`src/rtl/core/cdps_ram.sv`:
```
// cdps_ram: generic single-port-write, single-port-read RAM with registered read
// depends on nothing
module cdps_ram #(
    parameter int WIDTH = 8,
    parameter int DEPTH = 16
) (
    input  logic                                    clk,
    input  logic                                    wr_en,
    input  logic [((DEPTH > 1) ? $clog2(DEPTH) : 1)-1:0] wr_addr,
    input  logic [WIDTH-1:0]                        wr_data,
    input  logic                                    rd_en,
    input  logic [((DEPTH > 1) ? $clog2(DEPTH) : 1)-1:0] rd_addr,
    output logic [WIDTH-1:0]                        rd_data
);

    logic [WIDTH-1:0] mem_reg [DEPTH];
    logic [WIDTH-1:0] rd_data_reg;

    // write port
    always_ff @(posedge clk)
    begin
        if (wr_en)
        begin
            mem_reg[wr_addr] <= wr_data;
        end
    end

    // registered read port
    always_ff @(posedge clk)
    begin
        if (rd_en)
        begin
            rd_data_reg <= mem_reg[rd_addr];
        end
    end

    assign rd_data = rd_data_reg;

endmodule

```
`config.mk`:
```
export PLATFORM = sky130hd
export DESIGN_NAME = cdps_ram
export DESIGN_NICKNAME = d
export VERILOG_FILES = /design/src/rtl/core/cdps_ram.sv
export SDC_FILE = /design/constraint.sdc
export NUM_CORES = 1
export LEC_CHECK = 0
export BUFFER_PORTS_ARGS = -buffer_cell sky130_fd_sc_hd__buf_2
export CAP_MARGIN = 20
export CORE_ASPECT_RATIO = 1.4
export CORE_UTILIZATION = 39
export CTS_BUF_LIST = sky130_fd_sc_hd__clkbuf_4 sky130_fd_sc_hd__clkbuf_8
export CTS_CLUSTER_DIAMETER = 60
export DETAILED_ROUTE_END_ITERATION = 8
export SLEW_MARGIN = 20
export SYNTH_ARGS = -nofsm -noshare
export SYNTH_HDL_FRONTEND = slang
export SYNTH_SLANG_ARGS = --single-unit
```
`constraint.sdc`:
```
create_clock -name clk -period 1.9 [get_ports clk]
set_clock_uncertainty 0.1 [all_clocks]
set_input_delay 0.19 -clock clk [delete_from_list [all_inputs] [get_ports clk]]
set_output_delay 0.19 -clock clk [all_outputs]
set_load 0.02 [all_outputs]
```
==> results.yml, run 1 <==
route:
  vias: 2457
  drt_iter0_drc: 203
  wire_per_inst_um: 20.5
  dr.pass1.iters: 4
  drtAntennaViolNets: 0
  drt-total-wl_um: 9720
  drc: 0
  avgViaCountPerCell: 5.17
critical_path:
  cp.required_ns: 1.98
  crit_fanout: 1
  cp-startpoint: "mem_reg[5][2]"
  reg2reg_depth: 3
  arrival_ns: 1.66
  cpPeakStageDelay_ns: 0.55
  worstPathCellList: "mux4_1 > a22oi_1 > nand2_1"
  critPathLaunchType: "register"
  worst-setup-path-type: "reg2reg"
  slowest_stage: "mux4_1"
  r2r-start: "mem_reg[5][2]"
  endpoint_kind: "register"
floorplanning:
  die_w_um: 99.8
  die_area_um2: 13900
  start_util_pct: 40.4
  fp.dieH_um: 139
  num_io_pins: 27
  coreArea_um2: 12900
  num_rows: 49
timing:
  fin_tns_setup_ns: 0
  worst_slack_ns: 0.318
  hold_violations: 0
  rsz0062_at_grt: "no"
  post-route-period-util_pct: 83.3
  relSlewSlack_pct: 71.2
  drv_slew: 0
  finalSetupViolations: 0
  min_period_ns: 1.58
  worstMarginPinSlew_ns: 0.431
  fmax_mhz: 632
global_route:
  met3_usage_pct: 4.44
  grt_max_degree: 33
  gr-total-overflow: 0
  grt_usage_pct: 15.4
  grtUsageMet1_pct: 17.8
  grt_pass1_vias: 2580
  grt.busiest_layer: "met2"
  grt_first_pass_wirelength_um: 14800
  grtUsageMet2_pct: 26.1
  antenna_found_initial: 0
layout:
  final_area_um2: 6060
  num_antenna_cells: 0
  fillers: 1102
  largest_reg_flops: 128
  layout-drive-gt1-share_pct: 31.3
  fin_nets: 307
  area_growth_pct: 15.9
synth:
  synth_most_common_cell: "edfxtp_1"
  yosysUniqueCellTypes: 18
  ys_top_cells_by_count: "edfxtp_1, mux4_2, a22oi_1"
  synthTopCellsByArea: "edfxtp_1, mux4_2, mux4_1"
  seq_area_frac_synth_pct: 78.1
  synth_ff_type: "edfxtp_1"
  yosysTopAreaCell: "edfxtp_1"
  synth_top_cell_area_share_pct: 78.1
  syn_area_um2: 5230
  synth-edff-count: 136
  syn-num-nets: 248
  syn_inst: 229
  async_flop_share_pct: 0
  synth-seq-cells: 136
  avgSynthCellArea_um2: 22.8
  synth_warnings: 0
power:
  ir_worst_vdd_mv: 0.412
  p_per_area_nw_per_um2: 966
  p_leak_uw: 0.00203
cts:
  cts_tree: "yes"
  cts-root-buf: "clkbuf_8"
  cts.repair.resized: 0
  htreeDepth: 4
  cts.sinks: 136
  clock_latency_ns: 0.42
  clockBufferDepth: 2
  hold_buffers: 1
  post_cts_buffers: 0
  clk_pin_slew_ns: 0.07
  numCtsBuffers: 17
run:
  max_cap_viol_count: 0
outcome:
  status: "complete, no violations"
min_path:
  min_path_cells: 1
  hold_class: "in2reg"
  hold_start: "wr_data[1]"
placed_design:
  hpwlAfterDp_um: 6490
  portBuffers: 26
  gp_routability_congestion: 0.696
  place_area_um2: 5700
  place_ws_ns: 0.0525
-- placed cells by master, fill, tap and decap left out --
cell,synthesis,routed
nand3_1,1,1
dlygate4sd3_1,0,1
buf_2,3,26
nor2_1,13,13
and2b_1,1,1
nor3_1,4,4
nand2b_1,2,2
nor2b_1,1,1
buf_12,0,3
nand3b_1,2,2
clkinv_1,0,3
clkbuf_8,0,17
buf_4,1,20
mux4_1,14,14
bufinv_16,0,2
a22oi_1,16,16
clkinv_2,0,2
nand2_1,9,9
or3b_2,1,1
clkbuf_4,0,4
mux4_2,18,18
edfxtp_1,136,136
and2_1,1,1
-- where the power goes --
group          switching, µW  total (µW)  internal (µW)
logic                    188         329            141
registers               14.1        3390           3380
clock network            955        2130           1170
-- area by class of cell --
type                       instances  area [µm²]  area share (%)
sequential                       136        4080            67.4
multi-input combinational         83        1060            17.4
clock inverter                     7        81.3            1.34
timing repair buffer              50         350            5.78
tap                              178         223            3.68
clock buffer                      21         264            4.36
-- critical path: cells and delay by family, from the launching register on --
family             cells  cell delay (ns)
muxes                  1             0.55
and+or+nand+nor        1             0.08
DFF                    1             0.38
AOI/OAI and AO/OA      1             0.23
-- worst paths after layout --
kind / endpoint / slack [ns]
worst min-delay path: mem_reg[14][1] / 0.05
worst max-delay path: rd_data[2] / 0.32
worst min register to register: rd_data[0] / 0.65
worst max register to register: rd_data[2] / 0.32
-- per-stage QoR --
stage          hold WS (ns)  power [µW]  util [%]  cells
2_1_floorplan         0.189        3650         -    229
3_3_place_gp          0.460        3780      44.1    446
3_5_place_dp          0.455        3790      44.1    446
4_1_cts              0.0184        5910      46.8    475
5_1_grt              0.0268        6040      46.8    475
6_report             0.0457        5850      46.8    475
-- metal layers --
metal  routed length, µm  up-vias  share of wire [%]
met5                   0        -                  0
met3                 402       11                4.1
met1                3870     1281                 40
met4                 145        0                1.5
met2                5300       72                 55
li1                    -     1093                  -
-- cell families (layout without fill, tap and decap cells) --
| kind of cell | Yosys count | after routing | synth area share [%] |
|---|---|---|---|
| multiplexers | 32 | 32 | 14.8 |
| AO/OA/AOI/OAI | 16 | 16 | 2.30 |
| flip-flops | 136 | 136 | 78.1 |
| buffers and inverters | 10 | 78 | 1.65 |
| AND/OR/NAND/NOR | 35 | 35 | 3.14 |
Note: power is estimated with default switching activity, not from simulation.
==> run 2: changes to the inputs <==
==> constraint.sdc (replaced) <==
create_clock -name clk -period 1.41 [get_ports clk]
set_clock_uncertainty 0.1 [all_clocks]
set_input_delay 0.141 -clock clk [delete_from_list [all_inputs] [get_ports clk]]
set_output_delay 0.141 -clock clk [all_outputs]
set_load 0.02 [all_outputs]
==> run 2 against run 1 <==
- the run now ends with setup timing left
- sequential share of layout area decreased by 1.9 points
- non-clock buffer count increased by 18
- total power increased by 34%
- sequential cell count unchanged
- sequential power increased by 35%
- critical path depth unchanged
- global-route usage increased by 0.46 points
- register-to-register slack got worse by 0.42 ns
- final cell count increased by 4.2%
- critical endpoint is now rd_data[1]
==> results.yml, run 2 (same netlist as run 1, synthesis figures left out) <==
outcome:
  status: "complete, but fails checks"
  violations: "setup timing"
route:
  wire_per_inst_um: 20.4
  dr.pass1.iters: 4
  avgViaCountPerCell: 5.12
  drt_iter0_drc: 103
  drc: 0
  drtAntennaViolNets: 0
  drt-total-wl_um: 10100
  vias: 2536
global_route:
  grt_usage_pct: 15.8
  grt_first_pass_wirelength_um: 15200
  gr-total-overflow: 0
  antenna_found_initial: 0
  grt_pass1_vias: 2571
  grt_max_degree: 20
layout:
  area_growth_pct: 19.3
  fin_nets: 325
  largest_reg_flops: 128
  mostFrequentLayoutCell: "edfxtp_1"
  final_area_um2: 6240
  fillers: 1042
  final_cell_mix: "edfxtp_1, mux4_2, buf_4, buf_2, clkbuf_8"
  layoutNonFillerInstCount: 495
  fin_util_pct: 48.2
  num_antenna_cells: 0
  layout-drive-gt1-share_pct: 42.0
floorplanning:
  die_w_um: 99.8
  num_rows: 49
  fp.dieH_um: 139
  num_io_pins: 27
  coreArea_um2: 12900
  start_util_pct: 40.4
  die_area_um2: 13900
timing:
  worstMarginPinSlew_ns: 0.974
  min_period_ns: 1.51
  finalSetupViolations: 8
  post-route-period-util_pct: 107
  drv_slew: 0
  fmax_mhz: 662
  rsz0062_at_grt: "yes"
  relSlewSlack_pct: 34.9
  worst_slack_ns: -0.101
  hold_violations: 0
placed_design:
  placed_cells: 456
  portBuffers: 26
  gp_routability_congestion: 0.727
  hpwlAfterDp_um: 7020
  place_area_um2: 5770
power:
  ir_worst_vdd_mv: 0.383
  p_per_area_nw_per_um2: 1250
  p_leak_uw: 0.00206
  p_total_uw: 7820
critical_path:
  arrival_ns: 1.59
  worst-setup-path-type: "reg2reg"
  cp.required_ns: 1.48
  endpoint_kind: "register"
  crit_fanout: 1
  critPathLaunchType: "register"
cts:
  htreeDepth: 4
  numCtsBuffers: 17
  clock_latency_ns: 0.43
  cts_tree: "yes"
  cts-root-buf: "clkbuf_8"
  cts.sinks: 136
  clk_pin_slew_ns: 0.08
  post_cts_buffers: 0
  clockBufferDepth: 2
min_path:
  hold_class: "in2reg"
run:
  max_cap_viol_count: 0
==> run 2: timing repair <==
action | CTS | global route
hold endpoints to repair | 114 | 0
endpoints found under the setup margin | 8 | 8
pin swaps | 4 | 3
hold buffers | 9 | 0
gates resized for setup | 8 | 3
==> run 2: worst max-delay path, stage by stage, from the launching register on <==
cell	delay [ns]
edfxtp_1	0.39
mux4_2	0.48
a22oi_2	0.23
nand2_1	0.07
==> run 2: report_power, final <==
part           switching (µW)  total [µW]  internal [µW]
Sequential               24.6        4580           4550
Combinational             282         516            235
Clock                    1350        2720           1380
Total                    1650        7820           6170
==> run 2: layout make-up <==
| type | instances | area [µm²] | share of cell area [%] |
|---|---|---|---|
| flip-flops and latches | 136 | 4080 | 65.5 |
| repair buffers | 68 | 531 | 8.50 |
| clock buffers | 19 | 249 | 3.99 |
| multi-input cells | 83 | 1070 | 17.1 |
| clock inverters | 11 | 85.1 | 1.36 |
| well taps | 178 | 223 | 3.57 |
==> run 2: worst paths after layout <==
check / depth (start not counted) / start / endpoint / slack, ns
setup reg to reg: 3 / mem_reg[10][1] / rd_data[1] / -0.10
setup / recovery: 3 / mem_reg[10][1] / rd_data[1] / -0.10
hold reg to reg: 3 / mem_reg[4][6] / rd_data[6] / 0.65
hold / removal: 3 / wr_addr[1] / mem_reg[4][6] / 0.19
==> run 2: per-stage QoR <==
step | hold slack [ns] | setup TNS (ns) | setup slack (ns)
floorplan | 0.140 | -3.21 | -0.0971
global placement | 0.423 | -6.08 | -0.365
detailed placement | 0.430 | -7.00 | -0.402
CTS | 0.153 | -0.632 | -0.103
global route | 0.168 | -0.842 | -0.137
finish | 0.186 | -0.537 | -0.101
==> run 2: layer usage <==
metal | share of wire, % | up-vias | global-route usage [%]
met4 | 1.4 | 0 | 6.50
met3 | 3.8 | 11 | 4.28
met5 | 0 | - | 0
li1 | - | 1114 | -
met1 | 41 | 1336 | 19.2
met2 | 54 | 75 | 26.6
