`src/rtl/core/cdps_pkg.sv`:
```
// cdps_pkg: types, widths and command codes for the point-set distance block
// depends on nothing; imported by cdps_isqrt, closest_distance_between_point_sets and tb
package cdps_pkg;

    // field widths
    localparam int COORD_W    = 20;
    localparam int DIFF_W     = COORD_W + 1;
    localparam int PROD_W     = 2 * DIFF_W;
    localparam int SQ_W       = PROD_W + 2;
    localparam int ROOT_W     = SQ_W / 2;
    localparam int DIST_W     = 21;
    localparam int CMD_W      = 2;

    // default store depth
    localparam int MAX_POINTS_DEF = 1024;

    // command codes
    localparam logic [CMD_W-1:0] CMD_LOAD   = 2'd0;
    localparam logic [CMD_W-1:0] CMD_PROBE  = 2'd1;
    localparam logic [CMD_W-1:0] CMD_FINISH = 2'd2;

    // one input transfer
    typedef struct packed {
        logic        [CMD_W-1:0]   command;
        logic signed [COORD_W-1:0] x_coord;
        logic signed [COORD_W-1:0] y_coord;
        logic signed [COORD_W-1:0] z_coord;
    } item_t;

    // one result transfer
    typedef struct packed {
        logic [DIST_W-1:0] distance;
        logic              found;
        logic              overflow;
    } result_t;

    // one stored first-set point
    typedef struct packed {
        logic signed [COORD_W-1:0] x_coord;
        logic signed [COORD_W-1:0] y_coord;
        logic signed [COORD_W-1:0] z_coord;
    } point_t;

    // sequencer states
    typedef enum logic [2:0] {
        ST_IDLE,
        ST_SWEEP,
        ST_DRAIN,
        ST_ROOT,
        ST_EMIT
    } state_t;

endpackage

```
`src/rtl/core/cdps_isqrt.sv`:
```
// cdps_isqrt: floor square root, one result bit per cycle (restoring digit recurrence)
// depends on cdps_pkg for SQ_W and ROOT_W
module cdps_isqrt
    import cdps_pkg::*;
(
    input  logic              clk,
    input  logic              rst_n,
    input  logic              start,
    input  logic [SQ_W-1:0]   value,
    output logic              done,
    output logic [ROOT_W-1:0] root
);

    localparam int STEP_W = $clog2(ROOT_W);
    localparam int REM_W  = ROOT_W + 1;

    logic [SQ_W-1:0]   val_reg,  val_next;
    logic [REM_W-1:0]  rem_reg,  rem_next;
    logic [ROOT_W-1:0] root_reg, root_next;
    logic [STEP_W-1:0] step_reg, step_next;
    logic              busy_reg, busy_next;
    logic              done_reg, done_next;

    logic [REM_W+1:0]  rem_shift;
    logic [REM_W+1:0]  trial;

    // bring down two bits and try the next root bit
    assign rem_shift = {rem_reg, val_reg[SQ_W-1 -: 2]};
    assign trial     = {1'b0, root_reg, 2'b01};

    always_comb
    begin
        val_next  = val_reg;
        rem_next  = rem_reg;
        root_next = root_reg;
        step_next = step_reg;
        busy_next = busy_reg;
        done_next = 1'b0;
        if (start)
        begin
            val_next  = value;
            rem_next  = '0;
            root_next = '0;
            step_next = '0;
            busy_next = 1'b1;
        end
        else if (busy_reg)
        begin
            val_next  = {val_reg[SQ_W-3:0], 2'b00};
            step_next = step_reg + 1'b1;
            if (rem_shift >= trial)
            begin
                rem_next  = REM_W'(rem_shift - trial);
                root_next = {root_reg[ROOT_W-2:0], 1'b1};
            end
            else
            begin
                rem_next  = REM_W'(rem_shift);
                root_next = {root_reg[ROOT_W-2:0], 1'b0};
            end
            if (step_reg == STEP_W'(ROOT_W - 1))
            begin
                busy_next = 1'b0;
                done_next = 1'b1;
            end
        end
    end

    // control state
    always_ff @(posedge clk or negedge rst_n)
    begin
        if (!rst_n)
        begin
            busy_reg <= 1'b0;
            done_reg <= 1'b0;
            step_reg <= '0;
        end
        else
        begin
            busy_reg <= busy_next;
            done_reg <= done_next;
            step_reg <= step_next;
        end
    end

    // datapath
    always_ff @(posedge clk)
    begin
        val_reg  <= val_next;
        rem_reg  <= rem_next;
        root_reg <= root_next;
    end

    assign done = done_reg;
    assign root = root_reg;

endmodule

```
`config.mk`:
```
export PLATFORM = sky130hd
export DESIGN_NAME = cdps_isqrt
export DESIGN_NICKNAME = d
export VERILOG_FILES = /design/src/rtl/core/cdps_pkg.sv /design/src/rtl/core/cdps_isqrt.sv
export SDC_FILE = /design/constraint.sdc
export NUM_CORES = 1
export LEC_CHECK = 0
export BUFFER_PORTS_ARGS = -buffer_cell sky130_fd_sc_hd__clkbuf_2
export CAP_MARGIN = 5
export CORE_ASPECT_RATIO = 1.5
export CORE_MARGIN = 3
export CORE_UTILIZATION = 40
export CTS_CLUSTER_DIAMETER = 30
export DETAILED_ROUTE_END_ITERATION = 16
export MAX_ROUTING_LAYER = met4
export PLACE_DENSITY = 0.59
export SETUP_SLACK_MARGIN = 0.5
export SYNTH_ARGS = -nofsm -noshare
export SYNTH_HDL_FRONTEND = slang
export SYNTH_SLANG_ARGS = --single-unit
```
`constraint.sdc`:
```
create_clock -name clk -period 3.3 [get_ports clk]
set_clock_uncertainty 0.2 [all_clocks]
set_input_delay 0.33 -clock clk [delete_from_list [all_inputs] [get_ports clk]]
set_output_delay 0.33 -clock clk [all_outputs]
set_load 0.01 [all_outputs]
```
==> results of run 1 <==
## through the flow
stage | cell area (um^2) | setup WS (ns) | power [mW] | hold slack [ns] | cells
finish | 6462 | 0.4483 | 5.559 | 0.07951 | 757
global route | 6462 | 0.3396 | 5.902 | 0.08414 | 757
CTS | 6391 | 0.4612 | 5.437 | 0.06742 | 754
detailed placement | 5868 | 0.2747 | 4.114 | -0.01963 | 725
global placement | 5868 | 0.3180 | 4.081 | -0.02435 | 725
floorplan | 5346 | 0.5012 | 3.531 | -0.1656 | 516
## what timing repair did
| item | in CTS | in global routing |
|---|---|---|
| gates cloned | 2 | 0 |
| gates resized for setup | 28 | 11 |
| endpoints found under the setup margin | 24 | 24 |
| pin swaps | 17 | 6 |
| endpoints found under the hold margin | 7 | 0 |
| setup buffers | 10 | 3 |
| hold buffers | 1 | 0 |
## logic make-up (layout without fill, tap and decap cells)
logic type	count (synthesis)	count (layout)	synth area share, %
simple gates	146	148	12.92
compound gates	105	105	14.22
flops	96	96	45.50
mux	63	63	12.97
buf+inv	58	141	4.559
fa+ha+maj	26	26	6.174
xor+xnor	22	22	3.657
## metal layers
metal	track usage [%]	routed length, um
met4	6.152	260
met1	19.90	5125
met3	3.728	475
met5	-	0
met2	31.28	6571
## worst min path at each step
| stage | startpoint | to | slack, ns |
|---|---|---|---|
| 4_1_cts | value[0] | val_reg[0] | 0.07 |
| 2_1_floorplan | rst_n | busy_reg | -0.17 |
| 3_5_place_dp | rst_n | done | -0.02 |
| 6_report | value[0] | val_reg[0] | 0.08 |
| 3_3_place_gp | rst_n | done | -0.02 |
| 5_1_grt | value[32] | val_reg[32] | 0.08 |
## cell usage after synthesis, types with 2 or more instances
master / n / area, um^2
a211o_1: 3 / 26.28
a211oi_1: 2 / 15.01
a21o_1: 9 / 67.56
a21oi_1: 20 / 100.1
a311oi_1: 18 / 157.7
a31oi_1: 2 / 12.51
and2_1: 2 / 12.51
and3_1: 4 / 25.02
buf_1: 3 / 11.26
buf_6: 3 / 33.78
clkbuf_1: 22 / 82.58
dfrtp_1: 7 / 175.2
dfxtp_1: 45 / 900.9
edfxtp_1: 44 / 1321
ha_1: 26 / 325.3
inv_1: 29 / 108.9
mux2_2: 42 / 473.0
mux2i_1: 21 / 210.2
nand2_1: 26 / 97.59
nand2b_1: 4 / 25.02
nand3_1: 20 / 100.1
nand4_1: 6 / 37.54
nor2_1: 66 / 247.7
nor3_1: 5 / 25.02
nor4_1: 4 / 25.02
o211ai_1: 6 / 45.04
o21a_1: 2 / 15.01
o21ai_0: 23 / 115.1
o41ai_1: 2 / 17.52
or2_2: 2 / 12.51
xnor2_1: 15 / 131.4
xor2_1: 7 / 61.31
## worst max-delay path: cells and delay by family, from the launching register on
| kind | cells | cell delay (ns) |
|---|---|---|
| DFF | 1 | 0.43 |
| adders and majority gates | 1 | 0.25 |
| and+or+nand+nor | 1 | 0.46 |
| AOI/OAI and AO/OA | 6 | 1.35 |
## area by class of cell
cell class	instances	share of cell area (%)
inverters	30	1.742
well taps	156	3.020
repair buffers	95	8.751
clock inverters	7	0.8712
clock buffers	9	3.485
multi-input cells	364	44.78
flip-flops and latches	96	37.35
## power by group
| part | switching (mW) | internal, mW |
|---|---|---|
| clock network | 0.486 | 0.520 |
| registers | 0.129 | 1.44 |
| logic | 1.61 | 1.38 |
==> parameters.txt, run 1 <==
Parameter                              Value

Floorplanning
  Total die area ... 0.01461 mm^2
  Placement row count ... 50
  Horiz. Die Dim ... 99.71 um
  Vertical die dimension ... 146.6 um
  Number of top-level pins ... 70
  Placeable core area ... 0.01270 mm^2
  Initial cell density of the core ... 41.49%

Critical path
  CP max stage delay ... 0.46 ns
  Critical-path maximum fanout ... 6
  Endpoint of the lowest-slack register-to-register path ... rem_reg[19]
  Cell count of the worst reg-to-reg path ... 8
  Crit end category ... flip-flop
  Required time of the worst setup path ... 3.28 ns
  Critical path arrival ... 2.83 ns
  Worst setup endpoint ... rem_reg[19]
  Startpoint class of the critical path ... flip-flop
  Critical Path Start ... rem_reg[4]
  Reg-to-reg setup timing slack ... 0.45 ns
  Cell Chain, Critical Path ... ha_4 -> a21o_1 -> o2111a_1 -> or4_4 -> a2111o_1 -> a31o_2 -> o211ai_1 -> a311oi_2
  Start-to-end type of the worst setup path ... reg -> reg
  Origin of the critical flop-to-flop path ... rem_reg[4]
  Crit path max-delay cell type ... or4_4

Synthesis
  Number of warnings printed during yosys synthesis ... 0
  Post-synthesis sequential area ratio ... 45.50%
  Syn Inst Count ... 516
  Mapped Area ... 0.005269 mm^2
  Post-synthesis register bit count ... 96
  Top FF cell, synth ... dfxtp_1
  Async S/R FF share, synth ... 7.292%
  Synthesized Nets ... 589
  Post-synthesis area per instance ... 10.21 um^2
  Number of synthesized flops with an enable pin ... 44
  Synth cell types ... 58

STA
  Transition time at the pin with the least slew margin ... 1.084 ns
  Max-slew headroom at the worst pin ... 27.75%
  Highest clock frequency the design can meet ... 350.7 MHz
  Final Setup Violations ... 0
  RSZ-0062 raised after global routing ... yes
  Total Negative Setup Slacks ... 0 ns
  Number of pins with negative max-slew slack in the final report ... 0
  Share of the cycle needed by the critical path after routing ... 86.42%
  Total count of hold-check failures in the final report ... 0
  Final min period ... 2.852 ns

Clocking
  Clock Tree Buf Depth ... 2
  CTS tree ... yes
  Total clock buffers created by CTS ... 9
  Post-CTS clock slew at the launch and capture registers of the worst setup and hold paths ... 0.07 ns
  Clock latency reported for the late side of the worst-skew pair ... 0.34 ns
  Cell chosen for the clock root ... clkbuf_16
  Count of clock tree sinks ... 96
  H-tree depth reported by CTS ... 3

Detailed routing
  Avg WL per Cell ... 16.42 um
  Number of remaining DRC errors ... 0
  DRC violation total after the first TritonRoute iteration ... 192
  Drt total wl ... 12,430 um
  Antenna-violating nets left ... 0
  Vias post-DR ... 4,160
  Drt via density ... 5.495
  First-pass iteration count of the detailed router ... 4

Global routing
  Vias in the first global route ... 4,433
  Total GRT Usage ... 17.88%
  Final global-route overflow total ... 0
  Global-route wire length before repair ... 20,840 um
  Number of antenna violations at the first check in global routing ... 0
  Maximum number of pins on one net before global-route repair ... 96

Placed design
  Final Wtd Congestion ... 0.8891
  Count of port buffers added during placement ... 69
  Estimated wirelength of the detail-placed design ... 8378 um

Layout
  Number of flip-flops in the largest register ... 44
  Area of the multi-input gates ... 0.002894 mm^2
  Number of inserted filler cells in the final layout ... 1,177
  Number of nets in the layout ... 669
  Most used cells in the layout excluding fill and tap cells ... 68 x clkbuf_2, 65 x nor2_1, 44 x edfxtp_1
  Leading cell type in the layout, fill and taps excluded ... clkbuf_2
  Proportion of layout cells with a drive suffix above 1 ... 34.78%
  Area Growth Syn to Fin ... 22.65%
  FF+latch area ... 0.002414 mm^2
  Fraction of the core area covered by cells at the end of the flow ... 50.89%
  Final antenna diode count ... 0

Min path
  Worst min-delay path class ... in -> reg
  Worst hold stages ... 2

Status
  Outcome ... complete, no violations

Pwr
  Peak ir drop on the vdd network ... 0.0004703 V
  Leakage power summed over all cells ... 2.789 nW
  Cell area power density ... 860.2 mW/mm^2

Run
  Max Cap Violations ... 0
(Power assumes the default switching activity.)
==> run 2, diff against run 1 <==
--- a/config.mk
+++ b/config.mk
@@ -14,3 +14,2 @@
 export DETAILED_ROUTE_END_ITERATION = 16
-export MAX_ROUTING_LAYER = met4
 export PLACE_DENSITY = 0.59
@@ -20 +19,2 @@
 export SYNTH_SLANG_ARGS = --single-unit
+export TNS_END_PERCENT = 5
==> constraint.sdc (replaced) <==
create_clock -name clk -period 3.3 [get_ports clk]
set_clock_uncertainty 0.2 [all_clocks]
set_input_delay 0.495 -clock clk [delete_from_list [all_inputs] [get_ports clk]]
set_output_delay 0.495 -clock clk [all_outputs]
set_load 0.01 [all_outputs]
==> run 2 against run 1 <==
Compared with the run above: worst hold slack improved by 0.16 ns; register-to-register slack got worse by 0.17 ns; critical endpoint unchanged; non-clock buffer count rose by 6; sequential share of layout area rose by 0.66 points.
==> parameters.txt, run 2 (synthesis gave the netlist of run 1 again) <==
Parameter                              Value

Detailed routing
  Antenna-violating nets left ... 0
  Vias post-DR ... 4,080
  DRC violation total after the first TritonRoute iteration ... 149
  Drt via density ... 5.361
  Avg WL per Cell ... 15.70 um
  First-pass iteration count of the detailed router ... 4
  Drt total wl ... 11,950 um
  Number of remaining DRC errors ... 0

Pwr
  Net switching fraction of the power ... 38.49%
  Cell area power density ... 834.2 mW/mm^2
  Leakage power summed over all cells ... 2.772 nW
  Peak ir drop on the vdd network ... 0.0003725 V
  Net Sw Power ... 2.035 mW
  Power share of the sequential group ... 29.4%
  Power Total ... 5.287 mW
  Power Internal ... 3.252 mW
  Clk pwr share ... 20.9%
  Combinational group share of total power ... 49.7%

Layout
  Area Growth Syn to Fin ... 20.28%
  Number of nets in the layout ... 673
  Proportion of layout cells with a drive suffix above 1 ... 30.91%
  Final antenna diode count ... 0
  Most used cells in the layout excluding fill and tap cells ... 68 x clkbuf_2, 66 x nor2_1, 44 x edfxtp_1
  Fraction of the core area covered by cells at the end of the flow ... 49.90%
  Leading cell type in the layout, fill and taps excluded ... clkbuf_2
  Number of inserted filler cells in the final layout ... 1,173
  Number of flip-flops in the largest register ... 44

Clocking
  Cell chosen for the clock root ... clkbuf_16
  Post-CTS clock slew at the launch and capture registers of the worst setup and hold paths ... 0.07 ns
  Clock latency reported for the late side of the worst-skew pair ... 0.35 ns
  Count of clock tree sinks ... 96
  CTS tree ... yes
  Clock Tree Buf Depth ... 2
  Total clock buffers created by CTS ... 9
  H-tree depth reported by CTS ... 3

Global routing
  Vias in the first global route ... 4,308
  Number of antenna violations at the first check in global routing ... 0
  Total GRT Usage ... 17.16%
  Final global-route overflow total ... 0
  Maximum number of pins on one net before global-route repair ... 72
  Global-route wire length before repair ... 20,420 um

STA
  Final min period ... 3.020 ns
  Final Setup Violations ... 0
  Share of the cycle needed by the critical path after routing ... 91.52%
  RSZ-0062 raised after global routing ... yes
  Total Negative Setup Slacks ... 0 ns
  Transition time at the pin with the least slew margin ... 0.8684 ns
  Number of pins with negative max-slew slack in the final report ... 0
  Max-slew headroom at the worst pin ... 42.11%
  Post-route setup slack ... 0.2799 ns
  Worst-case hold slack ... 0.2353 ns
  Highest clock frequency the design can meet ... 331.1 MHz
  Total count of hold-check failures in the final report ... 0

Floorplanning
  Number of top-level pins ... 70
  Total die area ... 0.01461 mm^2
  Vertical die dimension ... 146.6 um
  Horiz. Die Dim ... 99.71 um
  Placement row count ... 50
  Placeable core area ... 0.01270 mm^2
  Initial cell density of the core ... 41.49%

Critical path
  Reg-to-reg setup timing slack ... 0.28 ns
  Crit end category ... flip-flop
  Startpoint class of the critical path ... flip-flop
  Critical path arrival ... 3.00 ns
  Required time of the worst setup path ... 3.28 ns
  Critical-path maximum fanout ... 4
  Worst setup endpoint ... rem_reg[19]
  Endpoint of the lowest-slack register-to-register path ... rem_reg[19]
  Critical Path Start ... root[2]
  Origin of the critical flop-to-flop path ... root[2]
  Cell count of the worst reg-to-reg path ... 12
  Start-to-end type of the worst setup path ... reg -> reg

Run
  Max Cap Violations ... 0

Min path
  Worst min-delay path class ... in -> reg
  Startpoint of the most critical hold path ... value[0]

Placed design
  Final Wtd Congestion ... 0.8545
  Estimated wirelength of the detail-placed design ... 8451 um
  Count of port buffers added during placement ... 69
  Minimum setup slack after placement ... -0.07005 ns

Status
  Outcome ... complete, no violations
-- run 2: worst min path at each step --
stage,to,slack (ns),cells past startpoint
floorplan,busy_reg,-0.0006,0
global placement,done,0.14,1
detailed placement,done,0.14,1
CTS,val_reg[1],0.22,2
global route,val_reg[0],0.24,2
finish,val_reg[0],0.24,2
-- run 2: power by group through the flow --
stage / Clock [mW] / Sequential (mW) / Combinational (mW)
floorplan: 0 / 1.55 / 1.98
detailed placement: 0 / 1.58 / 2.56
finish: 1.10 / 1.56 / 2.63
CTS: 1.13 / 1.56 / 2.60
global route: 1.17 / 1.58 / 2.92
global placement: 0 / 1.57 / 2.53
-- run 2: layout make-up --
type	count	area (um^2)	share of cell area [%]
Multi-Input combinational cell	362	2719	42.90
Clock inverter	7	86.33	1.362
Clock buffer	9	225.2	3.554
Timing Repair Buffer	101	590.6	9.319
Tap cell	156	195.2	3.080
Sequential cell	96	2409	38.01
Inverter	30	112.6	1.777
-- run 2: critical path, stage by stage (launching register included) --
cell and delay, ns:
dfxtp_2 0.34, inv_2 0.04, ha_4 0.23, buf_4 0.15
a21oi_2 0.14, o21ai_2 0.08, o2111a_1 0.25, or4_4 0.45
buf_4 0.17, a2111o_1 0.37, a31o_2 0.20, o211ai_1 0.11
a311oi_2 0.13
-- run 2: metrics by stage --
| step | instance area, um^2 | cells |
|---|---|---|
| after detailed placement | 5983 | 742 |
| after floorplan | 5346 | 516 |
| after CTS | 6319 | 760 |
| after global placement | 5983 | 742 |
| after global routing | 6337 | 761 |
| final | 6337 | 761 |
-- run 2: repair_timing --
action,CTS,global route
pin swaps,3,5
gates resized for setup,3,3
buffers inserted,1,1
setup endpoints to repair,24,24
hold buffers,1,0
hold endpoints to repair,7,0
-- run 2: per-layer routing --
metal	global-route usage, %	wire length (um)	up-vias
met5	0	0	-
met4	7.450	216	0
met3	3.776	488	16
met2	29.68	6236	81
met1	20.08	5009	1936
li1	-	-	2047
